## src/sv/cfl_pkg.sv

```systemverilog
// ----------------------------------------------------------------------------
// cfl_pkg
// Shared types and constants of the centered FIR low-pass unit.
// ----------------------------------------------------------------------------
package cfl_pkg;

  // filter size and derived widths
  localparam int MAX_TAPS = 256;
  localparam int ADDR_W   = (MAX_TAPS > 1) ? $clog2(MAX_TAPS) : 1;
  localparam int CNT_W    = $clog2(MAX_TAPS + 1);

  // field widths
  localparam int SAMPLE_W = 16;
  localparam int COEF_W   = 16;
  localparam int INDEX_W  = 8;
  localparam int FRAC_W   = 15;
  localparam int PROD_W   = SAMPLE_W + COEF_W + 1;
  localparam int ACC_W    = PROD_W + CNT_W;

  // configuration registers
  localparam int TAP_W   = 9;
  localparam int DELAY_W = 8;
  localparam int CFG_W   = 9;
  localparam int CFG_IDX_W = 1;
  localparam logic [CFG_IDX_W-1:0] CFG_TAP_COUNT    = 1'd0;
  localparam logic [CFG_IDX_W-1:0] CFG_CENTER_DELAY = 1'd1;
  localparam logic [TAP_W-1:0]   TAP_COUNT_RESET    = 9'd151;
  localparam logic [DELAY_W-1:0] CENTER_DELAY_RESET = 8'd75;

  // item operations
  typedef enum logic [1:0] {
    OP_LOAD    = 2'd0,
    OP_SAMPLE  = 2'd1,
    OP_FLUSH   = 2'd2,
    OP_RESTART = 2'd3
  } op_e;

  // sequencer states
  typedef enum logic [1:0] {
    ST_IDLE,
    ST_MAC,
    ST_DRAIN,
    ST_FINISH
  } state_e;

  typedef struct packed {
    op_e                        operation;
    logic signed [SAMPLE_W-1:0] sample_value;
    logic [INDEX_W-1:0]         coef_index;
    logic [COEF_W-1:0]          coef_value;
  } in_t;

  typedef struct packed {
    logic signed [SAMPLE_W-1:0] filtered_sample;
    logic                       saturated;
  } out_t;

  // control from sequencer to multiply-accumulate unit
  typedef struct packed {
    logic clear;
    logic valid;
  } mac_ctl_t;

endpackage

```

## src/sv/cfl_mac.sv

```systemverilog
// ----------------------------------------------------------------------------
// cfl_mac
// Two-stage multiply-accumulate with Q1.15 rounding and 16-bit saturation.
// ----------------------------------------------------------------------------
module cfl_mac (
  input  logic                                clk_i,
  input  logic                                rst_ni,
  input  cfl_pkg::mac_ctl_t                   ctl_i,
  input  logic signed [cfl_pkg::SAMPLE_W-1:0] sample_i,
  input  logic [cfl_pkg::COEF_W-1:0]          coef_i,
  output logic                                busy_o,
  output cfl_pkg::out_t                       res_o
);
  import cfl_pkg::*;

  localparam int RW = ACC_W + 1 - FRAC_W;
  localparam logic signed [ACC_W:0]  ROUND_HALF = (ACC_W+1)'(1 << (FRAC_W - 1));
  localparam logic signed [RW-1:0]   RES_MAX = RW'(32767);
  localparam logic signed [RW-1:0]   RES_MIN = -RW'(32768);

  logic signed [PROD_W-1:0] prod_q;
  logic                     pv_q;
  logic signed [ACC_W-1:0]  acc_q;
  logic signed [ACC_W:0]    biased;
  logic signed [RW-1:0]     rounded;

  // product stage
  always_ff @(posedge clk_i or negedge rst_ni) begin
    if (!rst_ni) begin
      pv_q <= 1'b0;
    end else begin
      pv_q <= ctl_i.valid;
    end
  end

  always_ff @(posedge clk_i) begin
    if (ctl_i.valid) begin
      prod_q <= sample_i * $signed({1'b0, coef_i});
    end
  end

  // accumulate stage
  always_ff @(posedge clk_i or negedge rst_ni) begin
    if (!rst_ni) begin
      acc_q <= '0;
    end else if (ctl_i.clear) begin
      acc_q <= '0;
    end else if (pv_q) begin
      acc_q <= acc_q + ACC_W'(prod_q);
    end
  end

  // round half up, then clip to 16 bits
  always_comb begin
    biased  = (ACC_W+1)'(acc_q) + ROUND_HALF;
    rounded = $signed(biased[ACC_W:FRAC_W]);
    if (rounded > RES_MAX) begin
      res_o.filtered_sample = SAMPLE_W'(RES_MAX);
      res_o.saturated       = 1'b1;
    end else if (rounded < RES_MIN) begin
      res_o.filtered_sample = SAMPLE_W'(RES_MIN);
      res_o.saturated       = 1'b1;
    end else begin
      res_o.filtered_sample = SAMPLE_W'(rounded);
      res_o.saturated       = 1'b0;
    end
  end

  assign busy_o = pv_q;

endmodule

```

## config.mk

```make
export PLATFORM = sky130hd
export DESIGN_NAME = cfl_mac
export DESIGN_NICKNAME = d
export VERILOG_FILES = /design/src/sv/cfl_pkg.sv /design/src/sv/cfl_mac.sv
export SDC_FILE = /design/constraint.sdc
export NUM_CORES = 1
export LEC_CHECK = 0
export BUFFER_PORTS_ARGS = -buffer_cell sky130_fd_sc_hd__clkbuf_2
export CAP_MARGIN = 5
export CORE_MARGIN = 1
export CORE_UTILIZATION = 50
export DETAILED_ROUTE_END_ITERATION = 7
export PLACE_DENSITY = 0.7
export SETUP_SLACK_MARGIN = 0.02
export SLEW_MARGIN = 10
export SYNTH_ARGS = -nofsm -noshare
export SYNTH_HDL_FRONTEND = slang
export SYNTH_SLANG_ARGS = --single-unit
```

## constraint.sdc

```tcl
create_clock -name clk_i -period 4.5 [get_ports clk_i]
set_clock_uncertainty 0.05 [all_clocks]
set_input_delay 1.125 -clock clk_i [delete_from_list [all_inputs] [get_ports clk_i]]
set_output_delay 1.125 -clock clk_i [all_outputs]
set_load 0.05 [all_outputs]
```

* Word-level counts from Yosys, hierarchy flattened *
Index checks and enable logic that the tools add are counted.

storage, ports and cells
  register bits = 76
  latch bits = 0
  RAM bits = 0
  ROM bits = 0
  bits of input ports = 36
  output and inout bits = 18
  logic and storage cells = 13
  memories kept = 0

cells by class
  add/subtract/negate cells = 2
  $mul = 1
  div/mod/pow operators = 0
  magnitude comparators = 2
  equality and inequality tests = 0
  shift operators = 0
  multiplexer cells = 4
  bitwise operators = 0
  reductions and logical operators = 1

operators by type and width
  kind                    count
  $mux 42                 2
  $add 42x16->43 const B  1
  $add 42x33->42          1
  $mux 17                 2
  $mul 16x17->33          1
  $gt 28x16->1 const B    1
  $lt 28x16->1 const B    1
  $reduce_bool 2->1       1

* Depth between registers and ports, before layout *
  depth after elaboration = 4
  mapped depth = 24
  gate-level depth less buffers = 22

* Worst setup path after synthesis *
No wires, ideal clock.

  kind = in2reg
  from = input port coef_i[5] in the netlist's numbering
  to = register prod_q[32], data pin
  setup time = 260 ps
  arrival time = 6463 ps
  data required time = 4190 ps
  path slack = -2273 ps
  cell stages on the path = 23
  path buffers = 2
  cell sequence = clkbuf_1 > nand2_1 > fa_1 > inv_1 > fa_1 > inv_1 > fa_1 > inv_1 > fa_1 > fa_1 > inv_1 > fa_1 > inv_1 > ha_1 > clkbuf_1 > nand2_1 > o21ai_0 > o41ai_1 > o21ai_0 > or2_2 > a31oi_1 > o21ai_0 > xnor2_1

on the way
  word-level cells in the longest chain between the ends = 1

RTL lines
  item                    line           text
  start: declaration      cfl_mac.sv:10  input logic [cfl_pkg::COEF_W-1:0] coef_i,
  $mul 16x17->33          cfl_mac.sv:38  prod_q <= sample_i * $signed({1'b0, coef_i});
  end signal: assignment  cfl_mac.sv:38
  end: declaration        cfl_mac.sv:21  logic signed [PROD_W-1:0] prod_q;

No other way between the ends.
A chain may end at the register's enable or synchronous reset.

* Worst setup path after layout *
  from = input port sample_i[6] in the netlist's numbering
  to = register prod_q[26], data pin

on the way
  word-level cells in the longest chain between the ends = 1

RTL lines
  item                line           text
  start: declaration  cfl_mac.sv:9   input logic signed [cfl_pkg::SAMPLE_W-1:0] sample_i,
  $mul 16x17->33      cfl_mac.sv:38

No other way between the ends.

==> metrics.csv <==
stage,metric,value,unit
run_status,status,finished with violations,
run_status,violated checks,negative setup slack,
clock_tree,TritonCTS Buffers,9,
route,highest metal used,met4,
route,DRC,0,
setup_path,CP Cell Sequence,"clkbuf_16, and2_4, fa_1, inv_1, fa_1, fa_2, inv_2, fa_1, fa_1, inv_2, fa_1, inv_2, ha_4, a21oi_4, o21ai_4, o41ai_4, o21ai_1, or2_4, a211oi_2, o21bai_1, xor2_1",
setup_path,"CP delay by family, top",adder cells,
synth,gate count of the mapped netlist,1663,
setup_path,reg-to-reg startpoint,prod_q[0],
synth,top_reg_cell synth,dfrtp_1,
synth,area share of the largest cell type after synthesis,26.7,%
worst_hold_path,end of the worst hold path,acc_q[10],
synth,Synth cell types,75,
synth,number of synthesized flops with an enable pin,33,
synth,Mapped Nets,2058,
setup_path,"most used cell, CP",fa_1,
setup_path,critical path required time,4.52,ns
final_layout,"most common cell after layout, fill and taps aside",inv_1,
final_layout,share of post-route cells with drive strength above 1,21.1,%
timing,final setup vio count,26,
synth,Syn. warnings,0,
timing,Max Transition Viols Final,0,
floorplan,Die Footprint,0.0300,sq mm
clock_tree,worst-skew pair later-pin latency,0.33,ns
grt,largest net degree at the start of global routing,53,
timing,Final Hold Fails,0,
grt,initial antenna violation count,0,
grt,vias in the first global route,12200,
route,Met2 Wirelength,16.9,mm
route,1st-iter DRT viols,717,
worst_hold_path,Hold Crit Depth,2,
grt,GRT Residual Overflow,0,
floorplan,Core Area,0.0288,sq mm
timing,Final Cycle Share,139,%
final_layout,final instance area,0.0176,sq mm
route,post-route ant nets,0,
final_layout,diodes inserted,0,
route,Vias/cell,5.41,
setup_path,Crit Path Class,input pin to flop,
route,drt total wl,34.9,mm
setup_path,"Arr. time, crit path",6.28,ns
setup_path,Worst Path Max Fanout,6,
route,TritonRoute pass-1 iters,7,
setup_path,"slowest stage delay, CP",0.54,ns
synth,"area leader, netlist",fa_1,
clock_tree,H-tree depth,3,
timing,Tightest Pin Transition,1.05,ns
setup_path,Reg2Reg Depth,10,
place,gpl congestion,0.925,
final_layout,final core occ,61.3,%
final_layout,highest-count cells in the layout ignoring fill and taps,"inv_1 (236), fa_1 (188), nand2_1 (171)",
setup_path,nature of the critical path startpoint,input pin,
final_layout,nets@finish,2224,
synth,synthesized flop and latch total,76,
timing,RSZ-0062 raised after global routing,true,
grt,GRT Util Overall,23.9,%
worst_hold_path,startpoint of the worst hold path,acc_q[10],
clock_tree,CTS Sinks,76,
timing,maximum clock rate,160,MHz
place,Post-DP Area,0.0166,sq mm
setup_path,"slowest stage cell, crit path",fa_2,
setup_path,FF-to-FF setup slack,1.22,ns
setup_path,CP Buf/Inv Count,5,
floorplan,die width,173,um
final_layout,fill count,2378,
synth,"top cells by area, synth","fa_1 (27%), ha_1 (14%), dfrtp_1 (7.4%)",
grt,first-pass GRT wire length,59.0,mm
setup_path,crit end category,flop,
clock_tree,CTS tree,built,
route,DR vias,12000,
place,count of buffers from port buffering,53,
timing,relative slew slack,29.9,%
floorplan,Initial Util,50.9,%
timing,setup_tns,-34.50,ns
synth,fraction of registers with async set/reset,56.6,%
final_layout,area grow syn2layout,20.5,%
route,WL met3,1.45,mm
place,HPWL Detailed,29.0,mm
clock_tree,Worst-path clk slew,0.05,ns
synth,syn_area_per_cell,8.80,sq um
job,max cap viols,0,
setup_path,R2R Path End,acc_q[40],
floorplan,I/O pin cnt,54,
clock_tree,CTS Root Cell,clkbuf_16,
setup_path,critical path startpoint,sample_i[6],
route,Avg WL per Cell,15.7,um
timing,fin worst setup slack,-1.76,ns
clock_tree,CTS max path bufs,2,
timing,crit path time final,6.26,ns
synth,sequential cell area fraction in the yosys report,14.1,%
route,M1 wire length,15.9,mm
worst_hold_path,hold crit path type,flop to flop,
floorplan,Rows,62,
floorplan,Die Y-Extent,173,um
synth,Synth Cell Area,0.0146,sq mm
synth_stat cells, drive strengths merged, types with 3 or more instances:
| cell | instances |
|---|---|
| nand4 | 12 |
| mux2i | 21 |
| o21a | 5 |
| nor3b | 5 |
| o21ai | 60 |
| fa | 195 |
| nor4 | 3 |
| nand3b | 8 |
| buf | 7 |
| nor2b | 8 |
| o211ai | 14 |
| dfrtp | 43 |
| inv | 263 |
| nand2 | 182 |
| o2111a | 3 |
| a211oi | 15 |
| or2 | 3 |
| a211o | 5 |
| o2111ai | 3 |
| o221ai | 4 |
| and3 | 18 |
| edfxtp | 33 |
| o31ai | 5 |
| ha | 164 |
| nand3 | 35 |
| nor2 | 78 |
| o21bai | 13 |
| nor3 | 17 |
| xnor2 | 43 |
| xor2 | 28 |
| a21oi | 69 |
| clkbuf | 57 |
| and4 | 5 |
| a2111oi | 3 |
| and2 | 120 |
| or3 | 6 |
| a31oi | 14 |
| o22ai | 5 |
| a21o | 37 |
| nand2b | 26 |
layer usage:
| metal | GRT usage (%) | vias up |
|---|---|---|
| met2 | 40.6 | 290 |
| met1 | 33.0 | 5866 |
| met5 | 0 | - |
| li1 | - | 5800 |
| met3 | 2.00 | 37 |
| met4 | 5.68 | 0 |
how the worst max path moves through the flow:
stage,end,slack [ns],depth (start not counted)
2_1_floorplan,prod_q[26],-1.88,22
3_3_place_gp,prod_q[29],-2.10,22
3_5_place_dp,prod_q[26],-2.23,20
4_1_cts,prod_q[29],-1.74,22
5_1_grt,prod_q[30],-1.91,21
6_report,prod_q[26],-1.76,21
tightest hold or removal path, delay by kind of cell (launching register included):
kind          cells  cell delay (ns)
flops             1             0.34
simple gates      1             0.08
mux               1             0.07
repair_timing:
action | in CTS | in global routing
cloned | 0 | 0
resized for setup | 104 | 69
pin swaps | 60 | 50
endpoints found under the setup margin | 27 | 41
hold buffers | 0 | 0
setup buffers | 10 | 11
hold endpoints to repair | 0 | 0
flip-flops by register name, summed over array words and instances, names as in the netlist:
name	flops
acc_q	42
prod_q	33
busy_o	1
area by class of cell:
class                           instances  area (sq um)  share of cell area [%]
Tap cell                              384           480                    2.72
Clock inverter                          1          5.00                  0.0284
Inverter                              263           987                    5.60
Sequential cell                        76          2070                    11.7
Clock buffer                           15           288                    1.63
Multi-Input combinational cell       1260         12000                    67.9
Timing Repair Buffer                  219          1830                    10.4
cells by family after synthesis:
kind of cell               count (synthesis)  synth area share [%]
DFF                                       76                  14.1
xor gates and xnor gates                  71                  4.25
adders and majority gates                359                  40.7
buffers and inverters                    327                  8.51
muxes                                     23                  1.59
AOI/OAI and AO/OA                        276                  12.5
and+or+nand+nor                          531                  18.4
stage by stage:
step / setup slack, ns / std cells / hold slack [ns]
after floorplan: -1.88 / 1663 / 0.440
after detailed placement: -2.23 / 2185 / 0.474
after CTS: -1.74 / 2210 / 0.487
final: -1.76 / 2218 / 0.483
after global routing: -1.91 / 2218 / 0.533
after global placement: -2.10 / 2185 / 0.458
Power is not shown: default switching activity piles up to over one toggle a cycle in this logic, so the estimate is an artifact.
